### config.mk
export PLATFORM = sky130hd
export DESIGN_NAME = punctured_convolutional_encoder_top_flat
export DESIGN_NICKNAME = d
export VERILOG_FILES = /design/src/sv/pce_pkg.sv /design/src/sv/pce_req_if.sv /design/src/sv/pce_rsp_if.sv /design/src/sv/pce_cfg_regs.sv /design/src/sv/pce_coder.sv /design/src/sv/pce_rsp_stage.sv /design/src/sv/punctured_convolutional_encoder_top.sv /design/src/flat_wrapper.sv
export SDC_FILE = /design/constraint.sdc
export NUM_CORES = 1
export LEC_CHECK = 0
export BUFFER_PORTS_ARGS = -buffer_cell sky130_fd_sc_hd__buf_2
export CAP_MARGIN = 15
export CORE_ASPECT_RATIO = 0.9
export CORE_MARGIN = 1
export CORE_UTILIZATION = 45
export DETAILED_ROUTE_END_ITERATION = 12
export PLACE_DENSITY = 0.59
export SLEW_MARGIN = 0
export SYNTH_ARGS = -nofsm -noshare
export SYNTH_HDL_FRONTEND = slang
export SYNTH_SLANG_ARGS = --single-unit
### constraint.sdc
create_clock -name clock -period 5.58 [get_ports clock]
set_input_delay 0.279 -clock clock [delete_from_list [all_inputs] [get_ports clock]]
set_output_delay 0.279 -clock clock [all_outputs]
set_load 0.02 [all_outputs]
### src/sv/pce_pkg.sv
// Shared types and constants for the punctured convolutional encoder.
// No dependencies; the design modules import this package.
package pce_pkg;

   localparam int MaxConstraint = 9;
   localparam int MaxGenerators = 4;
   localparam int MaxPeriod     = 32;

   localparam int GenWidth    = 9;
   localparam int CountWidth  = 3;
   localparam int KWidth      = 4;
   localparam int MaskWidth   = 32;
   localparam int PeriodWidth = 6;
   localparam int StateWidth  = 8;
   localparam int PosWidth    = 5;
   localparam int GenSelWidth = 2;
   localparam int CsrIdxWidth = 3;
   localparam int CsrDataWidth = 32;

   // register indexes
   localparam logic [CsrIdxWidth-1:0] CSR_GENERATOR_0       = 3'd0;
   localparam logic [CsrIdxWidth-1:0] CSR_GENERATOR_1       = 3'd1;
   localparam logic [CsrIdxWidth-1:0] CSR_GENERATOR_2       = 3'd2;
   localparam logic [CsrIdxWidth-1:0] CSR_GENERATOR_3       = 3'd3;
   localparam logic [CsrIdxWidth-1:0] CSR_GENERATOR_COUNT   = 3'd4;
   localparam logic [CsrIdxWidth-1:0] CSR_CONSTRAINT_LENGTH = 3'd5;
   localparam logic [CsrIdxWidth-1:0] CSR_PUNCTURE_MASK     = 3'd6;
   localparam logic [CsrIdxWidth-1:0] CSR_PUNCTURE_PERIOD   = 3'd7;

   // reset values
   localparam logic [GenWidth-1:0]    RST_GENERATOR_0 = 9'o171;
   localparam logic [GenWidth-1:0]    RST_GENERATOR_1 = 9'o133;
   localparam logic [GenWidth-1:0]    RST_GENERATOR_2 = 9'd0;
   localparam logic [GenWidth-1:0]    RST_GENERATOR_3 = 9'd0;
   localparam logic [CountWidth-1:0]  RST_GEN_COUNT   = 3'd2;
   localparam logic [KWidth-1:0]      RST_CONSTRAINT  = 4'd7;
   localparam logic [MaskWidth-1:0]   RST_MASK        = 32'd1;
   localparam logic [PeriodWidth-1:0] RST_PERIOD      = 6'd1;

   typedef struct packed {
      logic [MaxGenerators-1:0][GenWidth-1:0] generator;
      logic [CountWidth-1:0]                  generator_count;
      logic [KWidth-1:0]                      constraint_length;
      logic [MaskWidth-1:0]                   puncture_mask;
      logic [PeriodWidth-1:0]                 puncture_period;
   } cfg_type;

   typedef struct packed {
      logic                  code_bit;
      logic                  keep;
      logic                  step_last;   // last generator of this step
      logic [PosWidth-1:0]   pos_next;
      logic [StateWidth-1:0] state_next;
      logic [KWidth-1:0]     k_minus1;
   } coder_out_type;

   typedef struct packed {
      logic code_bit;
      logic bit_kept;
      logic run_last;
   } rsp_type;

endpackage

### src/sv/pce_req_if.sv
// Input channel of the punctured convolutional encoder: one data bit per item.
// Standalone interface; no package needed.
interface pce_req_if;
   logic valid;
   logic ready;
   logic data_bit;
   logic end_of_message;

   modport source (output valid, data_bit, end_of_message, input ready);
   modport sink   (input valid, data_bit, end_of_message, output ready);
endinterface

### src/sv/pce_rsp_if.sv
// Result channel of the punctured convolutional encoder: one coded bit per item.
// Standalone interface; no package needed.
interface pce_rsp_if;
   logic valid;
   logic ready;
   logic code_bit;
   logic bit_kept;
   logic run_last;

   modport source (output valid, code_bit, bit_kept, run_last, input ready);
   modport sink   (input valid, code_bit, bit_kept, run_last, output ready);
endinterface

### src/sv/pce_cfg_regs.sv
// Configuration register file of the punctured convolutional encoder.
// Depends on pce_pkg.
module pce_cfg_regs (
   input  logic                                clock,
   input  logic                                reset,
   input  logic                                csr_write_enable,
   input  logic [pce_pkg::CsrIdxWidth-1:0]     csr_index,
   input  logic [pce_pkg::CsrDataWidth-1:0]    csr_write_data,
   output pce_pkg::cfg_type                    cfg
);
   import pce_pkg::*;

   cfg_type cfg_ff;

   always_ff @(posedge clock) begin
      if (reset) begin
         cfg_ff.generator[0]      <= RST_GENERATOR_0;
         cfg_ff.generator[1]      <= RST_GENERATOR_1;
         cfg_ff.generator[2]      <= RST_GENERATOR_2;
         cfg_ff.generator[3]      <= RST_GENERATOR_3;
         cfg_ff.generator_count   <= RST_GEN_COUNT;
         cfg_ff.constraint_length <= RST_CONSTRAINT;
         cfg_ff.puncture_mask     <= RST_MASK;
         cfg_ff.puncture_period   <= RST_PERIOD;
      end else if (csr_write_enable) begin
         unique case (csr_index)
            CSR_GENERATOR_0:       cfg_ff.generator[0] <= csr_write_data[GenWidth-1:0];
            CSR_GENERATOR_1:       cfg_ff.generator[1] <= csr_write_data[GenWidth-1:0];
            CSR_GENERATOR_2:       cfg_ff.generator[2] <= csr_write_data[GenWidth-1:0];
            CSR_GENERATOR_3:       cfg_ff.generator[3] <= csr_write_data[GenWidth-1:0];
            CSR_GENERATOR_COUNT:   cfg_ff.generator_count <= csr_write_data[CountWidth-1:0];
            CSR_CONSTRAINT_LENGTH: cfg_ff.constraint_length <= csr_write_data[KWidth-1:0];
            CSR_PUNCTURE_MASK:     cfg_ff.puncture_mask <= csr_write_data[MaskWidth-1:0];
            CSR_PUNCTURE_PERIOD:   cfg_ff.puncture_period <= csr_write_data[PeriodWidth-1:0];
         endcase
      end
   end

   assign cfg = cfg_ff;
endmodule

### src/sv/pce_coder.sv
// One coded bit: generator parity over the tap window plus the puncture lookup.
// Depends on pce_pkg. Purely combinational.
module pce_coder (
   input  pce_pkg::cfg_type                       cfg,
   input  logic [pce_pkg::StateWidth-1:0]         shift_state,
   input  logic [pce_pkg::PosWidth-1:0]           pattern_position,
   input  logic [pce_pkg::GenSelWidth-1:0]        gen_sel,
   input  logic                                   in_bit,
   output pce_pkg::coder_out_type                 co
);
   import pce_pkg::*;

   logic [KWidth-1:0]      k_eff;
   logic [CountWidth-1:0]  n_eff;
   logic [PeriodWidth-1:0] period_eff;
   logic [StateWidth-1:0]  smask;
   logic [GenWidth-1:0]    window;
   logic [PosWidth-1:0]    pos_eff;
   logic [PeriodWidth-1:0] pos_inc;

   always_comb begin
      // out-of-range settings clamp
      if (cfg.constraint_length < KWidth'(2))
         k_eff = KWidth'(2);
      else if (cfg.constraint_length > KWidth'(MaxConstraint))
         k_eff = KWidth'(MaxConstraint);
      else
         k_eff = cfg.constraint_length;

      if (cfg.generator_count == '0)
         n_eff = CountWidth'(1);
      else if (cfg.generator_count > CountWidth'(MaxGenerators))
         n_eff = CountWidth'(MaxGenerators);
      else
         n_eff = cfg.generator_count;

      if (cfg.puncture_period == '0)
         period_eff = PeriodWidth'(1);
      else if (cfg.puncture_period > PeriodWidth'(MaxPeriod))
         period_eff = PeriodWidth'(MaxPeriod);
      else
         period_eff = cfg.puncture_period;

      smask  = StateWidth'((GenWidth'(1) << (k_eff - KWidth'(1))) - GenWidth'(1));
      window = {shift_state & smask, in_bit};

      pos_eff = ({1'b0, pattern_position} >= period_eff) ? '0 : pattern_position;
      pos_inc = {1'b0, pos_eff} + PeriodWidth'(1);

      co.code_bit   = ^(cfg.generator[gen_sel] & window);
      co.keep       = cfg.puncture_mask[pos_eff];
      co.pos_next   = (pos_inc >= period_eff) ? '0 : pos_inc[PosWidth-1:0];
      co.state_next = window[StateWidth-1:0] & smask;
      co.step_last  = (CountWidth'(gen_sel) + CountWidth'(1)) == n_eff;
      co.k_minus1   = k_eff - KWidth'(1);
   end
endmodule

### src/sv/pce_rsp_stage.sv
// Result register of the punctured convolutional encoder, drives the result channel.
// Depends on pce_pkg and pce_rsp_if.
module pce_rsp_stage (
   input  logic                clock,
   input  logic                reset,
   input  logic                load,
   input  pce_pkg::rsp_type    load_data,
   output logic                free,
   pce_rsp_if.source           rsp_ch
);
   import pce_pkg::*;

   logic    vld_ff;
   logic    vld_in;
   rsp_type data_ff;

   assign free   = !vld_ff || rsp_ch.ready;
   assign vld_in = load || (vld_ff && !rsp_ch.ready);

   always_ff @(posedge clock) begin
      if (reset) begin
         vld_ff <= 1'b0;
      end else begin
         vld_ff <= vld_in;
      end
   end

   always_ff @(posedge clock) begin
      if (load) begin
         data_ff <= load_data;
      end
   end

   assign rsp_ch.valid    = vld_ff;
   assign rsp_ch.code_bit = data_ff.code_bit;
   assign rsp_ch.bit_kept = data_ff.bit_kept;
   assign rsp_ch.run_last = data_ff.run_last;
endmodule

### src/sv/punctured_convolutional_encoder_top.sv
// Punctured convolutional encoder, top level; depends on pce_pkg, the channel
// interfaces, pce_cfg_regs, pce_coder and pce_rsp_stage.
// A kept bit is registered in the result stage and valid in the next cycle; in a last item
// each kept bit is held until the next one or the closing cycle, which marks the final result.
// Throughput: one coded bit per cycle while the result channel does not stall. Reset clears
// state and control, registers to defaults.
module punctured_convolutional_encoder_top (
   input  logic                                clock,
   input  logic                                reset,
   pce_req_if.sink                             req_ch,
   pce_rsp_if.source                           rsp_ch,
   input  logic                                csr_write_enable,
   input  logic [pce_pkg::CsrIdxWidth-1:0]     csr_index,
   input  logic [pce_pkg::CsrDataWidth-1:0]    csr_write_data
);
   import pce_pkg::*;

   localparam logic [1:0] PH_IDLE  = 2'd0;
   localparam logic [1:0] PH_ENC   = 2'd1;
   localparam logic [1:0] PH_FLUSH = 2'd2;

   cfg_type       cfg;
   coder_out_type co;
   rsp_type       load_data;
   logic          load;
   logic          out_free;

   logic [1:0]             phase_ff, phase_in;
   logic                   data_ff, data_in;
   logic                   last_ff, last_in;
   logic [GenSelWidth-1:0] gen_sel_ff, gen_sel_in;
   logic [KWidth-1:0]      step_ff, step_in;
   logic [StateWidth-1:0]  shift_ff, shift_in;
   logic [PosWidth-1:0]    pos_ff, pos_in;
   logic                   hold_vld_ff, hold_vld_in;
   logic                   hold_bit_ff, hold_bit_in;

   logic adv, enc_fire, flush_fire, item_done, accept, in_bit;

   pce_cfg_regs u_cfg (
      .clock            (clock),
      .reset            (reset),
      .csr_write_enable (csr_write_enable),
      .csr_index        (csr_index),
      .csr_write_data   (csr_write_data),
      .cfg              (cfg)
   );

   // tail steps feed zeros
   assign in_bit = (step_ff == '0) ? data_ff : 1'b0;

   pce_coder u_coder (
      .cfg              (cfg),
      .shift_state      (shift_ff),
      .pattern_position (pos_ff),
      .gen_sel          (gen_sel_ff),
      .in_bit           (in_bit),
      .co               (co)
   );

   pce_rsp_stage u_rsp (
      .clock     (clock),
      .reset     (reset),
      .load      (load),
      .load_data (load_data),
      .free      (out_free),
      .rsp_ch    (rsp_ch)
   );

   assign adv        = (phase_ff != PH_IDLE) && out_free;
   assign enc_fire   = adv && (phase_ff == PH_ENC);
   assign flush_fire = adv && (phase_ff == PH_FLUSH);
   assign item_done  = (enc_fire && co.step_last && !last_ff) || flush_fire;
   assign req_ch.ready = (phase_ff == PH_IDLE) || item_done;
   assign accept       = req_ch.valid && req_ch.ready;

   always_comb begin
      phase_in    = phase_ff;
      data_in     = data_ff;
      last_in     = last_ff;
      gen_sel_in  = gen_sel_ff;
      step_in     = step_ff;
      shift_in    = shift_ff;
      pos_in      = pos_ff;
      hold_vld_in = hold_vld_ff;
      hold_bit_in = hold_bit_ff;
      load        = 1'b0;
      load_data   = '{code_bit: co.code_bit, bit_kept: 1'b1, run_last: 1'b0};

      if (enc_fire) begin
         pos_in = co.pos_next;
         if (co.keep) begin
            if (!last_ff) begin
               load = 1'b1;
            end else begin
               // last item: hold one kept bit back so the final one can be marked
               if (hold_vld_ff) begin
                  load      = 1'b1;
                  load_data = '{code_bit: hold_bit_ff, bit_kept: 1'b1, run_last: 1'b0};
               end
               hold_vld_in = 1'b1;
               hold_bit_in = co.code_bit;
            end
         end
         if (co.step_last) begin
            gen_sel_in = '0;
            shift_in   = co.state_next;
            if (last_ff && (step_ff < co.k_minus1)) begin
               step_in = step_ff + KWidth'(1);
            end else if (last_ff) begin
               phase_in = PH_FLUSH;
            end else begin
               phase_in = PH_IDLE;
            end
         end else begin
            gen_sel_in = gen_sel_ff + GenSelWidth'(1);
         end
      end

      if (flush_fire) begin
         // closing item: carries the held final bit, or is a filler when nothing of the final run survived
         load        = 1'b1;
         load_data   = '{code_bit: hold_vld_ff & hold_bit_ff, bit_kept: hold_vld_ff,
                         run_last: 1'b1};
         hold_vld_in = 1'b0;
         shift_in    = '0;
         pos_in      = '0;
         phase_in    = PH_IDLE;
      end

      if (accept) begin
         phase_in   = PH_ENC;
         data_in    = req_ch.data_bit;
         last_in    = req_ch.end_of_message;
         gen_sel_in = '0;
         step_in    = '0;
      end
   end

   always_ff @(posedge clock) begin
      if (reset) begin
         phase_ff    <= PH_IDLE;
         gen_sel_ff  <= '0;
         step_ff     <= '0;
         shift_ff    <= '0;
         pos_ff      <= '0;
         hold_vld_ff <= 1'b0;
      end else begin
         phase_ff    <= phase_in;
         gen_sel_ff  <= gen_sel_in;
         step_ff     <= step_in;
         shift_ff    <= shift_in;
         pos_ff      <= pos_in;
         hold_vld_ff <= hold_vld_in;
      end
   end

   always_ff @(posedge clock) begin
      data_ff     <= data_in;
      last_ff     <= last_in;
      hold_bit_ff <= hold_bit_in;
   end

   a_hold_only_in_last: assert property (@(posedge clock) disable iff (reset)
      hold_vld_ff |-> (last_ff && (phase_ff != PH_IDLE)))
      else $error("held bit outside a last item");

   a_accept_when_done: assert property (@(posedge clock) disable iff (reset)
      (accept && (phase_ff != PH_IDLE)) |-> item_done)
      else $error("item taken while the previous one is still encoding");

   a_flush_clears: assert property (@(posedge clock) disable iff (reset)
      flush_fire |=> ((pos_ff == '0) && (shift_ff == '0) && !hold_vld_ff))
      else $error("state not cleared after message end");

   a_flush_emits: assert property (@(posedge clock) disable iff (reset)
      flush_fire |-> (load && load_data.run_last))
      else $error("message end produced no final item");
endmodule
### src/flat_wrapper.sv
// flat-port wrapper written by rule: the top's interface ports become plain ports
module punctured_convolutional_encoder_top_flat import pce_pkg::*;
  (clock, reset, csr_write_enable, csr_index, csr_write_data, req_ch_valid, req_ch_data_bit, req_ch_end_of_message, req_ch_ready, rsp_ch_valid, rsp_ch_code_bit, rsp_ch_bit_kept, rsp_ch_run_last, rsp_ch_ready);
  pce_req_if req_ch_i ();
  pce_rsp_if rsp_ch_i ();
  input  logic clock;
  input  logic reset;
  input  logic csr_write_enable;
  input  logic [pce_pkg::CsrIdxWidth-1:0] csr_index;
  input  logic [pce_pkg::CsrDataWidth-1:0] csr_write_data;
  input wire logic [$bits(req_ch_i.valid)-1:0] req_ch_valid;
  input wire logic [$bits(req_ch_i.data_bit)-1:0] req_ch_data_bit;
  input wire logic [$bits(req_ch_i.end_of_message)-1:0] req_ch_end_of_message;
  output wire logic [$bits(req_ch_i.ready)-1:0] req_ch_ready;
  output wire logic [$bits(rsp_ch_i.valid)-1:0] rsp_ch_valid;
  output wire logic [$bits(rsp_ch_i.code_bit)-1:0] rsp_ch_code_bit;
  output wire logic [$bits(rsp_ch_i.bit_kept)-1:0] rsp_ch_bit_kept;
  output wire logic [$bits(rsp_ch_i.run_last)-1:0] rsp_ch_run_last;
  input wire logic [$bits(rsp_ch_i.ready)-1:0] rsp_ch_ready;
  assign req_ch_i.valid = req_ch_valid;
  assign req_ch_i.data_bit = req_ch_data_bit;
  assign req_ch_i.end_of_message = req_ch_end_of_message;
  assign req_ch_ready = req_ch_i.ready;
  assign rsp_ch_valid = rsp_ch_i.valid;
  assign rsp_ch_code_bit = rsp_ch_i.code_bit;
  assign rsp_ch_bit_kept = rsp_ch_i.bit_kept;
  assign rsp_ch_run_last = rsp_ch_i.run_last;
  assign rsp_ch_i.ready = rsp_ch_ready;
  punctured_convolutional_encoder_top u_core (.clock(clock), .reset(reset), .req_ch(req_ch_i), .rsp_ch(rsp_ch_i), .csr_write_enable(csr_write_enable), .csr_index(csr_index), .csr_write_data(csr_write_data));
endmodule
==> flow_summary.ini <==
[setup_path]
r2r_cells = 16
worst_path_dominant_cell_family = compound AO/OA/AOI/OAI gates
critical-path-top-cell-by-count = a21o_1
cp_max_fo = 13
timing.rr.end = u_core.pos_ff[3]$_SDFFE_PP0P_
worst_ep_arrival_time_ns = 4.61
worst_ep_required_time_ns = 5.87
cell_chain_critical_path = inv_1 -> ha_1 -> nand2b_1 -> a21oi_1 -> o22ai_2 -> or2_2 -> inv_1 -> ha_1 -> ha_1 -> a21o_1 -> a21o_1 -> a21o_1 -> a21o_1 -> a211oi_1 -> a22oi_1 -> nor2_1
worst_r2r_startpoint = u_core.pos_ff[0]$_SDFFE_PP0P_
timing.critical_path.buf_inv = 2
max_stage_delay_ns = 0.76
critPathLaunchType = flip-flop
critPathKind = flip-flop to flip-flop
regToRegSetupSlack_ns = 1.26
crit_slowest_cell = dfxtp_1
critical_path.endpoint_type = flip-flop

[clock_tree]
cts.clk_slew.worst_paths_ns = 0.07
latest_clock_arrival_within_the_worst_skew_pair_ns = 0.36
postCtsResizedCells = 0
cts.path.max_buffers = 2
tritoncts = yes
number_of_hold_buffers_added_after_cts = 0
tritoncts_num_sinks = 110
post_cts.repair.setup_buffers = 0
cts_root_buffer = clkbuf_16
cts_htree_levels = 3
cts-buffers-inserted = 9

[place]
globalplace.congestion = 0.8061
hpwlAfterDp_um = 8965
detailedPlace.worstSlack_ns = 1.307
port_buffers = 46
dpl_cell_area_um2 = 5857

[logic_synthesis]
synth_cells = 657
yosys.area.top_type = dfxtp_1
synth.most_common_cell = nand2_1
netlist_area_um2 = 5559
proportion_of_register_bits_with_asynchronous_set_or_reset_after_synthesis_pct = 0
ys_ff_latch = 110
synthesis.nets = 723
yosys_warnings = 0
synth_enable_flop_cells = 6
synthTopCellsByArea = dfxtp_1 (37%), nand2_1 (11%), a21oi_1 (7.2%), mux4_2 (5.7%), ha_1 (5.4%)
synth.distinct_cells = 63
synthesis.area_per_instance_um2 = 8.461
synth_largest_type_area_fraction_pct = 37.45
dominantRegCellSynth = dfxtp_1
netlist_top_cells_count = nand2_1 (162), dfxtp_1 (104), a21oi_1 (80)
synth_seq_area_share_pct = 40.69

[drt]
total_met3_wirelength_after_detailed_routing_um = 381
post-route-drc-count = 0
routedWlPerCell_um = 15.14
remaining_antenna_violation_count = 0
vias = 4542
m1WireLength_um = 6689
drtIter0Drc = 234
highest_layer = met4
routed-wl-met2_um = 5637
iteration_count_of_the_initial_detailed_routing_pass = 4
totalWireLength_um = 12840
via_per_inst = 5.356

[cells_and_area]
layout-drive-gt1-share_pct = 13.66
syn_to_final_growth_pct = 11.25
finish.instance_area_um2 = 6185
design.final.nets = 749
finish.utilization_pct = 51.41
insertedDiodeCount = 0

[floorplan]
number_of_primary_i_o_pins = 47
design.die.area_um2 = 12800
core-area_um2 = 12030
floorplan.rows = 38
die_y_um = 107.4
die-width_um = 119.2
initial_core_utilization_pct = 46.21

[power_and_ir_drop]
p_per_area_nw_per_um2 = 259.9
power.static_leakage_nw = 2.321
power.ir.vdd_worst_v = 0.0001865

[grt]
initial_antenna_violation_count = 0
globalRouteTotalUtil_pct = 21.35
grt_max_degree = 83
global_route_wire_length_before_repair_um = 21330
globalRouteOverflowTotal = 0
vias_in_the_first_global_route = 4266

[sta]
report.final.slew_viol_count = 0
fin_worst_skew_ns = 0.007713
minimum_setup_slack_in_the_final_design_ns = 1.255
final.setup.tns_ns = 0
worstMarginPinSlew_ns = 1.067
grt_setup_unrepaired = false
final-setup-viol-count = 0
maximum_achievable_frequency_mhz = 231.2
slew-limit-headroom_pct = 28.81
final_hold_fails = 0
period_share_pct = 77.50
fin_crit_ns = 4.325

[run_status]
outcome = finished, final reports clean

[hold_path]
hold-path-endpoint = u_core.data_ff$_DFFE_PP_
hold_start = req_ch_data_bit
cell_depth_of_the_worst_hold_path = 1
hp-class = input pin to flip-flop

[flow_run]
max-cap-violations = 0
==> through the flow <==
stage	cells	hold WS, ns	total power [mW]
2_1_floorplan	657	0.3779	0.9465
3_3_place_gp	830	0.4372	0.9911
3_5_place_dp	830	0.4437	0.9944
4_1_cts	846	0.09524	1.620
5_1_grt	848	0.09508	1.673
6_report	848	0.1017	1.607
==> worst max-delay path by stage <==
stage / from / endpoint / depth (start not counted) / slack [ns]
finish: u_core.pos_ff[0]$_SDFFE_PP0P_ / u_core.pos_ff[3]$_SDFFE_PP0P_ / 16 / 1.26
global route: u_core.pos_ff[0]$_SDFFE_PP0P_ / u_core.pos_ff[2]$_SDFFE_PP0P_ / 16 / 0.91
CTS: u_core.pos_ff[0]$_SDFFE_PP0P_ / u_core.pos_ff[3]$_SDFFE_PP0P_ / 16 / 1.26
detailed placement: u_core.pos_ff[0]$_SDFFE_PP0P_ / u_core.pos_ff[3]$_SDFFE_PP0P_ / 16 / 1.31
global placement: u_core.pos_ff[0]$_SDFFE_PP0P_ / u_core.pos_ff[0]$_SDFFE_PP0P_ / 16 / 1.38
floorplan: u_core.pos_ff[0]$_SDFFE_PP0P_ / u_core.pos_ff[0]$_SDFFE_PP0P_ / 17 / 1.89
==> final cells by class <==
type                    instances  area [µm²]
inverters                      23       86.33
fillers                      1168        5844
clock buffers                  10       239.0
repair buffers                 49       276.5
multi-input cells             490        3070
well taps                     160       200.2
flip-flops and latches        110        2262
clock inverters                 6       50.05
==> per-layer routing <==
metal,vias up,track usage (%)
li1,2331,-
met1,2140,29.97
met2,64,33.22
met3,7,4.555
met4,0,5.425
met5,-,0
==> cell families (layout without fill, tap and decap cells) <==
group / Yosys count / count (layout) / share of synthesized area, %
flip-flops: 110 / 110 / 40.69
AND/OR/NAND/NOR: 280 / 280 / 22.30
buffers and inverters: 57 / 88 / 4.208
AO/OA/AOI/OAI: 147 / 147 / 16.79
adder cells (fa/ha/maj): 24 / 24 / 5.402
multiplexers: 27 / 27 / 8.328
XOR/XNOR: 12 / 12 / 2.273
==> power breakdown <==
| part | switching [mW] | total (mW) | internal [mW] |
|---|---|---|---|
| clock | 0.308 | 0.630 | 0.322 |
| combinational | 0.0889 | 0.150 | 0.0610 |
| sequential | 0.0169 | 0.828 | 0.811 |
| total | 0.414 | 1.61 | 1.19 |
==> flip-flops by register name, indices dropped and copies added (netlist names) <==
| name | count |
|---|---|
| u_core.u_cfg.cfg | 81 |
| u_core.shift_ff | 8 |
| u_core.pos_ff | 5 |
| u_core.step_ff | 4 |
| u_core.gen_sel_ff | 2 |
| u_core.phase_ff | 2 |
| u_core.data_ff | 1 |
| u_core.hold_bit_ff | 1 |
| u_core.hold_vld_ff | 1 |
| u_core.last_ff | 1 |
| u_core.u_rsp.rsp_ch.bit_kept | 1 |
| u_core.u_rsp.rsp_ch.code_bit | 1 |
| u_core.u_rsp.rsp_ch.run_last | 1 |
| u_core.u_rsp.rsp_ch.valid | 1 |
==> layout by cell type, fill, tap and decap left out, types with 7 or more instances in the layout <==
cell / Yosys / layout
a211o_1: 9 / 9
a21oi_1: 80 / 80
buf_2: 3 / 46
clkbuf_16: 0 / 9
dfxtp_1: 104 / 104
ha_1: 24 / 24
inv_1: 23 / 23
mux2i_1: 11 / 11
mux4_2: 14 / 14
nand2_1: 162 / 162
nand3_1: 9 / 9
nand3b_1: 7 / 7
nor2_1: 51 / 50
nor2b_1: 12 / 12
nor3_1: 8 / 7
o21a_1: 7 / 7
o21ai_0: 8 / 8
xor2_1: 7 / 7
(Power assumes the default switching activity.)
